--- src/design/accel_step_detector_macros.svh ---
// Assertion helpers for the step detector. Both sample on clk and are
// held off while rst_n is low.
`ifndef ACCEL_STEP_DETECTOR_MACROS_SVH
`define ACCEL_STEP_DETECTOR_MACROS_SVH

// Same-cycle implication.
`define ASD_ASSERT_IMPLY(label, ante, cons, msg) \
    label: assert property (@(posedge clk) disable iff (!rst_n) (ante) |-> (cons)) \
        else $error(msg);

// Next-cycle implication.
`define ASD_ASSERT_NEXT(label, ante, cons, msg) \
    label: assert property (@(posedge clk) disable iff (!rst_n) (ante) |=> (cons)) \
        else $error(msg);

`endif

--- src/design/asd_pkg.sv ---
`timescale 1ns / 1ps

package asd_pkg;

    // Fixed field widths.
    localparam int TIME_W   = 32;
    localparam int HOUR_W   = 5;
    localparam int THR_W    = 32;
    localparam int MS_W     = 16;
    localparam int COUNT_W  = 24;
    localparam int OUT_W    = 32;
    localparam int CFG_IDX_W = 3;

    // Configuration register indexes.
    localparam logic [CFG_IDX_W-1:0] REG_HIGH_THR     = 3'd0;
    localparam logic [CFG_IDX_W-1:0] REG_LOW_THR      = 3'd1;
    localparam logic [CFG_IDX_W-1:0] REG_MIN_INTERVAL = 3'd2;
    localparam logic [CFG_IDX_W-1:0] REG_PEAK_MIN     = 3'd3;
    localparam logic [CFG_IDX_W-1:0] REG_PEAK_MAX     = 3'd4;

    // Reset values: (1.5 g)^2 and (0.85 g)^2 at 4096 counts per g.
    localparam logic [THR_W-1:0] HIGH_THR_RST     = 32'd37748736;
    localparam logic [THR_W-1:0] LOW_THR_RST      = 32'd12121539;
    localparam logic [MS_W-1:0]  MIN_INTERVAL_RST = 16'd300;
    localparam logic [MS_W-1:0]  PEAK_MIN_RST     = 16'd60;
    localparam logic [MS_W-1:0]  PEAK_MAX_RST     = 16'd700;

    // A gap longer than this always qualifies.
    localparam logic [TIME_W-1:0] PAUSE_ACCEPT_MS = 32'd2500;
    localparam logic [COUNT_W-1:0] COUNT_MAX      = 24'hFFFFFF;
    localparam logic [HOUR_W-1:0]  HOUR_NONE      = 5'd31;
    localparam logic [HOUR_W-1:0]  HOUR_MIDNIGHT  = 5'd0;

    typedef struct packed {
        logic [THR_W-1:0] high_thr;
        logic [THR_W-1:0] low_thr;
        logic [MS_W-1:0]  min_interval;
        logic [MS_W-1:0]  peak_min;
        logic [MS_W-1:0]  peak_max;
    } cfg_t;

    // One sample after the magnitude has been classified.
    typedef struct packed {
        logic [TIME_W-1:0] time_ms;
        logic [HOUR_W-1:0] hour;
        logic              above_high;
        logic              below_low;
    } tick_t;

endpackage

--- src/design/asd_mag.sv ---
`timescale 1ns / 1ps

module asd_mag
    import asd_pkg::*;
#(
    parameter int ACCEL_WIDTH = 16
)
(
    input  logic                          clk,
    input  logic                          rst_n,
    input  cfg_t                          cfg,
    input  logic                          in_valid,
    output logic                          in_ready,
    input  logic signed [ACCEL_WIDTH-1:0] accel_x,
    input  logic signed [ACCEL_WIDTH-1:0] accel_y,
    input  logic signed [ACCEL_WIDTH-1:0] accel_z,
    input  logic [TIME_W-1:0]             time_ms,
    input  logic [HOUR_W-1:0]             hour,
    output logic                          tick_valid,
    input  logic                          tick_ready,
    output tick_t                         tick
);

    // A square of a two's complement value never exceeds 2^(2W-2).
    localparam int PROD_W = 2 * ACCEL_WIDTH;
    localparam int SQ_W   = PROD_W - 1;
    localparam int MAG_W  = SQ_W + 2;
    localparam int CMP_W  = (MAG_W > THR_W) ? MAG_W : THR_W;

    logic              sq_valid_reg;
    logic [SQ_W-1:0]   sq_x_reg;
    logic [SQ_W-1:0]   sq_y_reg;
    logic [SQ_W-1:0]   sq_z_reg;
    logic [TIME_W-1:0] sq_time_reg;
    logic [HOUR_W-1:0] sq_hour_reg;
    logic              sq_ready;

    logic signed [PROD_W-1:0] prod_x;
    logic signed [PROD_W-1:0] prod_y;
    logic signed [PROD_W-1:0] prod_z;

    logic              cmp_valid_reg;
    tick_t             cmp_reg;
    logic              cmp_ready;
    logic [MAG_W-1:0]  mag_sq;
    logic [CMP_W-1:0]  mag_ext;
    logic [CMP_W-1:0]  high_ext;
    logic [CMP_W-1:0]  low_ext;

    // Each stage advances when its own slot is free or being emptied.
    assign cmp_ready = !cmp_valid_reg || tick_ready;
    assign sq_ready  = !sq_valid_reg || cmp_ready;
    assign in_ready  = sq_ready;

    // Square stage: one multiplier per axis.
    assign prod_x = PROD_W'(accel_x) * PROD_W'(accel_x);
    assign prod_y = PROD_W'(accel_y) * PROD_W'(accel_y);
    assign prod_z = PROD_W'(accel_z) * PROD_W'(accel_z);

    always_ff @(posedge clk or negedge rst_n)
    begin
        if (!rst_n)
        begin
            sq_valid_reg <= 1'b0;
        end
        else if (sq_ready)
        begin
            sq_valid_reg <= in_valid;
        end
    end

    always_ff @(posedge clk)
    begin
        if (sq_ready && in_valid)
        begin
            sq_x_reg    <= prod_x[SQ_W-1:0];
            sq_y_reg    <= prod_y[SQ_W-1:0];
            sq_z_reg    <= prod_z[SQ_W-1:0];
            sq_time_reg <= time_ms;
            sq_hour_reg <= hour;
        end
    end

    // Compare stage: sum of squares against both thresholds.
    assign mag_sq   = {2'b00, sq_x_reg} + {2'b00, sq_y_reg} + {2'b00, sq_z_reg};
    assign mag_ext  = CMP_W'(mag_sq);
    assign high_ext = CMP_W'(cfg.high_thr);
    assign low_ext  = CMP_W'(cfg.low_thr);

    always_ff @(posedge clk or negedge rst_n)
    begin
        if (!rst_n)
        begin
            cmp_valid_reg <= 1'b0;
        end
        else if (cmp_ready)
        begin
            cmp_valid_reg <= sq_valid_reg;
        end
    end

    always_ff @(posedge clk)
    begin
        if (cmp_ready && sq_valid_reg)
        begin
            cmp_reg.time_ms    <= sq_time_reg;
            cmp_reg.hour       <= sq_hour_reg;
            cmp_reg.above_high <= (mag_ext > high_ext);
            cmp_reg.below_low  <= (mag_ext < low_ext);
        end
    end

    assign tick_valid = cmp_valid_reg;
    assign tick       = cmp_reg;

endmodule

--- src/design/asd_track.sv ---
`timescale 1ns / 1ps

module asd_track
    import asd_pkg::*;
(
    input  logic               clk,
    input  logic               rst_n,
    input  cfg_t               cfg,
    input  logic               tick_valid,
    output logic               tick_ready,
    input  tick_t              tick,
    output logic               out_valid,
    input  logic               out_ready,
    output logic [COUNT_W-1:0] out_count,
    output logic               out_taken,
    output logic               out_peak
);

    // Detector state.
    logic               armed_reg;
    logic [TIME_W-1:0]  start_reg;
    logic [TIME_W-1:0]  last_step_reg;
    logic               seen_reg;
    logic [HOUR_W-1:0]  prev_hour_reg;
    logic [COUNT_W-1:0] total_reg;

    logic               armed_next;
    logic [TIME_W-1:0]  start_next;
    logic [TIME_W-1:0]  last_step_next;
    logic               seen_next;
    logic [COUNT_W-1:0] total_next;

    // Result register.
    logic               out_valid_reg;
    logic [COUNT_W-1:0] out_count_reg;
    logic               out_taken_reg;
    logic               out_peak_reg;

    logic               accept;
    logic               midnight;
    logic [COUNT_W-1:0] total_clr;
    logic               arm;
    logic               armed_mid;
    logic               peak_end;
    logic [TIME_W-1:0]  dur;
    logic [TIME_W-1:0]  gap;
    logic               peak_ok;
    logic               gap_ok;
    logic               taken;

    assign tick_ready = !out_valid_reg || out_ready;
    assign accept     = tick_valid && tick_ready;

    // Midnight clear, then arming, then the end-of-peak test.
    always_comb
    begin
        midnight  = (tick.hour == HOUR_MIDNIGHT) && (prev_hour_reg != HOUR_MIDNIGHT);
        total_clr = midnight ? '0 : total_reg;

        arm        = !armed_reg && tick.above_high;
        armed_mid  = armed_reg || arm;
        start_next = arm ? tick.time_ms : start_reg;

        // Durations and gaps wrap modulo 2^32.
        peak_end = armed_mid && tick.below_low;
        dur      = tick.time_ms - start_next;
        gap      = tick.time_ms - last_step_reg;
        peak_ok  = (dur >= TIME_W'(cfg.peak_min)) && (dur <= TIME_W'(cfg.peak_max));
        gap_ok   = !seen_reg || (gap > PAUSE_ACCEPT_MS) ||
                   (gap >= TIME_W'(cfg.min_interval));
        taken    = peak_end && peak_ok && gap_ok;

        armed_next     = armed_mid && !peak_end;
        last_step_next = taken ? tick.time_ms : last_step_reg;
        seen_next      = seen_reg || taken;
        total_next     = (taken && (total_clr != COUNT_MAX)) ?
                         total_clr + COUNT_W'(1) : total_clr;
    end

    always_ff @(posedge clk or negedge rst_n)
    begin
        if (!rst_n)
        begin
            armed_reg     <= 1'b0;
            start_reg     <= '0;
            last_step_reg <= '0;
            seen_reg      <= 1'b0;
            prev_hour_reg <= HOUR_NONE;
            total_reg     <= '0;
            out_valid_reg <= 1'b0;
        end
        else
        begin
            if (accept)
            begin
                armed_reg     <= armed_next;
                start_reg     <= start_next;
                last_step_reg <= last_step_next;
                seen_reg      <= seen_next;
                prev_hour_reg <= tick.hour;
                total_reg     <= total_next;
            end
            if (tick_ready)
            begin
                out_valid_reg <= tick_valid;
            end
        end
    end

    always_ff @(posedge clk)
    begin
        if (accept)
        begin
            out_count_reg <= total_next;
            out_taken_reg <= taken;
            out_peak_reg  <= armed_next;
        end
    end

    assign out_valid = out_valid_reg;
    assign out_count = out_count_reg;
    assign out_taken = out_taken_reg;
    assign out_peak  = out_peak_reg;

endmodule

--- src/design/accel_step_detector.sv ---
`timescale 1ns / 1ps
// Accelerometer step counter.
// Input words arrive on the s_axis channel, one sample each: x, y and z
// acceleration, a millisecond timestamp and the hour of day. Every input
// word yields exactly one output word on the m_axis channel carrying the
// running step count, a flag for a step completed by this sample and the
// armed state of the peak detector.
// The path has four register stages: input register, squaring, magnitude
// compare, and state update with the output register. Words pass them in
// that order; while the receiver takes words, one word can be accepted
// every cycle, and the state update closes its loop in the last stage.
// Each stage moves on when the stage after it is empty or being drained,
// so a stalled receiver fills the stages one by one and s_axis_tready
// drops only when all of them hold a word.
// Reset clears the pipeline, the detector state and the count, and loads
// the default thresholds and time limits. The user must write the
// threshold registers through cfg_wr_en, cfg_index and cfg_data while
// no word is in flight; the block itself does not enforce this.
`include "accel_step_detector_macros.svh"

module accel_step_detector
    import asd_pkg::*;
#(
    parameter int ACCEL_WIDTH = 16
)
(
    input  logic                                               clk,
    input  logic                                               rst_n,
    input  logic                                               s_axis_tvalid,
    output logic                                               s_axis_tready,
    // accel_x, accel_y, accel_z, time_ms, hour_of_day, then zero fill
    input  logic [((3*ACCEL_WIDTH+TIME_W+HOUR_W+7)/8)*8-1:0]   s_axis_tdata,
    output logic                                               m_axis_tvalid,
    input  logic                                               m_axis_tready,
    // step_count, step_taken, peak_active, then zero fill
    output logic [OUT_W-1:0]                                   m_axis_tdata,
    input  logic                                               cfg_wr_en,
    input  logic [CFG_IDX_W-1:0]                               cfg_index,
    input  logic [THR_W-1:0]                                   cfg_data
);

    localparam int X_LO    = 0;
    localparam int Y_LO    = ACCEL_WIDTH;
    localparam int Z_LO    = 2 * ACCEL_WIDTH;
    localparam int TIME_LO = 3 * ACCEL_WIDTH;
    localparam int HOUR_LO = TIME_LO + TIME_W;
    localparam int PAD_W   = OUT_W - COUNT_W - 2;

    cfg_t cfg_reg;

    logic                          in_valid_reg;
    logic signed [ACCEL_WIDTH-1:0] in_x_reg;
    logic signed [ACCEL_WIDTH-1:0] in_y_reg;
    logic signed [ACCEL_WIDTH-1:0] in_z_reg;
    logic [TIME_W-1:0]             in_time_reg;
    logic [HOUR_W-1:0]             in_hour_reg;
    logic                          mag_ready;

    logic               tick_valid;
    logic               tick_ready;
    tick_t              tick;
    logic [COUNT_W-1:0] step_count;
    logic               step_taken;
    logic               peak_active;

    // Configuration registers.
    always_ff @(posedge clk or negedge rst_n)
    begin
        if (!rst_n)
        begin
            cfg_reg.high_thr     <= HIGH_THR_RST;
            cfg_reg.low_thr      <= LOW_THR_RST;
            cfg_reg.min_interval <= MIN_INTERVAL_RST;
            cfg_reg.peak_min     <= PEAK_MIN_RST;
            cfg_reg.peak_max     <= PEAK_MAX_RST;
        end
        else if (cfg_wr_en)
        begin
            case (cfg_index)
                REG_HIGH_THR:     cfg_reg.high_thr     <= cfg_data;
                REG_LOW_THR:      cfg_reg.low_thr      <= cfg_data;
                REG_MIN_INTERVAL: cfg_reg.min_interval <= cfg_data[MS_W-1:0];
                REG_PEAK_MIN:     cfg_reg.peak_min     <= cfg_data[MS_W-1:0];
                REG_PEAK_MAX:     cfg_reg.peak_max     <= cfg_data[MS_W-1:0];
                default:          ;
            endcase
        end
    end

    // Input register.
    assign s_axis_tready = !in_valid_reg || mag_ready;

    always_ff @(posedge clk or negedge rst_n)
    begin
        if (!rst_n)
        begin
            in_valid_reg <= 1'b0;
        end
        else if (s_axis_tready)
        begin
            in_valid_reg <= s_axis_tvalid;
        end
    end

    always_ff @(posedge clk)
    begin
        if (s_axis_tready && s_axis_tvalid)
        begin
            in_x_reg    <= s_axis_tdata[X_LO +: ACCEL_WIDTH];
            in_y_reg    <= s_axis_tdata[Y_LO +: ACCEL_WIDTH];
            in_z_reg    <= s_axis_tdata[Z_LO +: ACCEL_WIDTH];
            in_time_reg <= s_axis_tdata[TIME_LO +: TIME_W];
            in_hour_reg <= s_axis_tdata[HOUR_LO +: HOUR_W];
        end
    end

    // Squared magnitude and threshold classification.
    asd_mag #(
        .ACCEL_WIDTH (ACCEL_WIDTH)
    ) u_mag (
        .clk        (clk),
        .rst_n      (rst_n),
        .cfg        (cfg_reg),
        .in_valid   (in_valid_reg),
        .in_ready   (mag_ready),
        .accel_x    (in_x_reg),
        .accel_y    (in_y_reg),
        .accel_z    (in_z_reg),
        .time_ms    (in_time_reg),
        .hour       (in_hour_reg),
        .tick_valid (tick_valid),
        .tick_ready (tick_ready),
        .tick       (tick)
    );

    // Peak tracking, step counting and the output register.
    asd_track u_track (
        .clk        (clk),
        .rst_n      (rst_n),
        .cfg        (cfg_reg),
        .tick_valid (tick_valid),
        .tick_ready (tick_ready),
        .tick       (tick),
        .out_valid  (m_axis_tvalid),
        .out_ready  (m_axis_tready),
        .out_count  (step_count),
        .out_taken  (step_taken),
        .out_peak   (peak_active)
    );

    assign m_axis_tdata = {{PAD_W{1'b0}}, peak_active, step_taken, step_count};

    // A completed step always disarms the peak.
    `ASD_ASSERT_IMPLY(a_step_disarms, m_axis_tvalid && step_taken, !peak_active,
        "step reported while the peak is still armed")

    // A counted step leaves a nonzero count, even when saturated.
    `ASD_ASSERT_IMPLY(a_step_counts, m_axis_tvalid && step_taken, step_count != '0,
        "step reported with a zero count")

    // The input can only stall behind a held output word.
    `ASD_ASSERT_IMPLY(a_stall_source, !s_axis_tready, m_axis_tvalid && !m_axis_tready,
        "input stalled while the output side is free")

endmodule

--- config.mk ---
export PLATFORM = sky130hd
export DESIGN_NAME = accel_step_detector
export DESIGN_NICKNAME = d
export VERILOG_FILES = /design/src/design/asd_pkg.sv /design/src/design/asd_mag.sv /design/src/design/asd_track.sv /design/src/design/accel_step_detector.sv
export VERILOG_INCLUDE_DIRS = /design/src /design/src/design
export SDC_FILE = /design/constraint.sdc
export NUM_CORES = 2
export LEC_CHECK = 0
export BUFFER_PORTS_ARGS = -buffer_cell sky130_fd_sc_hd__buf_2
export CORE_ASPECT_RATIO = 1.25
export CORE_MARGIN = 2
export CORE_UTILIZATION = 60
export DETAILED_ROUTE_END_ITERATION = 10
export PLACE_DENSITY = 0.77
export SYNTH_ARGS = -nofsm -noshare
export SYNTH_HDL_FRONTEND = slang
export SYNTH_SLANG_ARGS = --single-unit
--- constraint.sdc ---
create_clock -name clk -period 10.9 [get_ports clk]
set_clock_uncertainty 0.1 [all_clocks]
set_input_delay 0 -clock clk [delete_from_list [all_inputs] [get_ports clk]]
set_output_delay 0 -clock clk [all_outputs]
set_load 0.01 [all_outputs]
==> flow_metrics.tcl <==
set metrics [dict create \
    whs_ns 0.02039 \
    synth_top_cell_area_share_pct 26.74 \
    cp_top_family "compound AO/OA/AOI/OAI gates" \
    final_net_count 6870 \
    ff2ff_path_depth 25 \
    cp_slowest_cell "a2111oi_0" \
    worst-path-max-fanout 30 \
    clock_path_buffers 3 \
    worst_hold_path_type "primary input to flip-flop" \
    placedCellCount 6451 \
    period_share_pct 69.54 \
    required_ns 11.28 \
    rows 121 \
    routedWlPerCell_um 17.30 \
    place.gp.congestion 0.9372 \
    numCtsBuffers 55 \
    synth.largest_area_cell "fa_1" \
    min_delay_path_depth 2 \
    synth.distinct_cells 116 \
    rsz0062_at_grt "false" \
    final_util_pct 67.22 \
    worstSetupPathType "flip-flop to flip-flop" \
    setup_viol 0 \
    portBuffers 152 \
    grt_max_degree 93 \
    largest_reg_flops 112 \
    ys_seq_area_share_pct 25.99 \
    clock-sinks 488 \
    drc 0 \
    cts_tree "built" \
    ys.warnings.count 0 \
    drv_cap 0 \
    synth-async-reset-ratio_pct 43.24 \
    syn_area_per_cell_um2 10.00 \
    crit_path_end_kind "flip-flop" \
    cts_setup_buffers 0 \
    worst_slew_pin_slew_ns 0.9834 \
    maxSlewViolCount 0 \
    synth_top_flop_cell "edfxtp_1" \
    avgViaCountPerCell 5.499 \
    worstSkewPairLatency_ns 0.65 \
    cts_root_buffer "clkbuf_16" \
    crit_path_frequent_cell "a21o_1" \
    min_period_ns 7.580 \
    htree_levels 2 \
    critPathBufInv 1 \
    cp_slowest_stage_delay_ns 0.54 \
    via_count 37280 \
    grt_pass1_vias 40030 \
    drive_above_1_share_pct 7.727 \
    setup_tns_ns 0 \
    hold_viol_final 0 \
    dp_hpwl_um 90120 \
    synth_edf_count 277 \
    fp.dieW_um 268.5 \
    start_util_pct 60.40 \
    grt_usage_pct 27.11 \
    fmax_mhz 131.9 \
    dieArea_um2 89880 \
    worst-path-stages 25 \
    antenna_found_initial 14 \
    slew_headroom_pct 34.44 \
    syn_area_um2 52490 \
    dr.first_iter.drc_count 2149 \
    placeableCoreArea_um2 86900 \
    die_y_um 334.7 \
    synth_cells 5247 \
    io_pins 162 \
    status "finished clean" \
    drtAntennaViolNets 0 \
    clk_pin_slew_ns 0.07 \
    first_pass_iters 6 \
    routed_wl_um 117300 \
    synth_area_leaders "fa_1 (27%), edfxtp_1 (16%), ha_1 (12%)" \
    grt_overflow_total 0 \
    grt_first_pass_wirelength_um 193700 \
    ys_ff_latch 488 \
    area_growth_pct 11.29 \
    arrival_ns 7.96 \
    stdcell_count 6779 \
    cp-start-kind "flip-flop" \
]
worst register-to-register path: stages, from the launching register on:
cell and delay (ns):
dfrtp_1 0.43, nor2b_4 0.45, mux2i_1 0.41, ha_1 0.29, nor2b_1 0.15, o31a_1 0.29, o21a_1 0.28, o31ai_2 0.23
nand2b_2 0.15, a21o_1 0.20, a21oi_1 0.16, xnor2_1 0.18, ha_1 0.29, a21o_1 0.16, a21o_1 0.17, a2111oi_0 0.54
a32oi_1 0.29, nor3b_1 0.24, nand4_1 0.15, nor4_1 0.53, nand2_1 0.19, a311oi_4 0.33, buf_4 0.37, nand3_2 0.28
or3_1 0.37, a21oi_1 0.17
area by class of cell:
class	instances	area, um2
Clock buffer	69	1565
Multi-Input combinational cell	3519	34140
Antenna cell	7	17.52
Inverter	1104	4144
Sequential cell	488	13640
Clock inverter	35	334.1
Tap cell	1168	1461
Timing Repair Buffer	389	3110
Fill cell	6739	28490
routing by layer:
layer,wire [um],track usage [%],part of all wire (%)
met1,43930,30.88,37
met2,62640,50.47,53
met3,5305,3.429,4.5
met4,5308,11.77,4.5
met5,104,0,0.089
cell usage after synthesis (7+ instances only):
cell and instances:
buf_2 9, o21a_1 42, dfstp_2 35, a21o_1 81, a31oi_1 24, o211ai_1 10, o2111ai_1 7, ha_1 484
xor2_1 66, nor2b_1 45, mux2i_1 32, nor3_1 49, nor2_1 248, mux2_2 31, a211oi_1 20, and3_1 24
or3_1 9, o21ai_0 237, nor3b_1 9, nor4_1 11, edfxtp_1 277, a21oi_1 189, o21ai_1 12, nand2_1 464
and2_1 164, nand4_1 40, or4_1 9, nand3_1 80, buf_4 10, clkbuf_1 110, dfrtp_1 176, o31ai_1 15
o21bai_1 20, nand2b_1 56, mux2_4 30, fa_1 701, inv_1 1102, or2_2 11, xnor2_1 149
what timing repair did:
action | in CTS | in global routing
setup endpoints to repair | 0 | 0
hold buffers | 217 | 0
gates resized for setup | 0 | 0
hold endpoints to repair | 353 | 0
kinds of logic (layout without fill, tap and decap cells):
family	after synthesis	after routing	share of synthesized area, %
simple gates	1257	1257	11.60
buf+inv	1245	1597	9.123
fa+ha+maj	1185	1185	38.27
compound gates	763	763	9.285
flops	488	488	25.99
xor+xnor	215	215	3.588
mux	93	93	2.133
other cells	1	13	0.007145
worst paths after layout:
check | start | end | slack, ns
setup / recovery | u_track.armed_reg | u_track.out_count[21] | 3.32
hold reg to reg | u_mag.sq_hour_reg[4] | u_mag.tick[6] | 0.31
max in group asynchronous | rst_n | cfg_reg[6] | 9.20
setup reg to reg | u_track.armed_reg | u_track.out_count[21] | 3.32
min in group asynchronous | rst_n | cfg_reg[37] | 0.46
hold / removal | s_axis_tdata[78] | in_time_reg[30] | 0.02
stage by stage:
step | area [um2] | worst slack [ns]
floorplan | 52510 | 4.237
global placement | 54310 | 3.407
detailed placement | 54310 | 3.325
CTS | 58400 | 3.336
global route | 58410 | 2.966
finish | 58410 | 3.320
cell usage in the layout, fill, tap and decap left out, types with 161 or more instances in the layout:
cell type	netlist	layout
inv_1	1102	1102
fa_1	701	701
ha_1	484	484
nand2_1	464	463
edfxtp_1	277	277
nor2_1	248	248
o21ai_0	237	237
dlygate4sd3_1	1	216
a21oi_1	189	189
dfrtp_1	176	176
and2_1	164	161
Power is not shown: default switching activity piles up to over one toggle a cycle in this logic, so the estimate is an artifact.
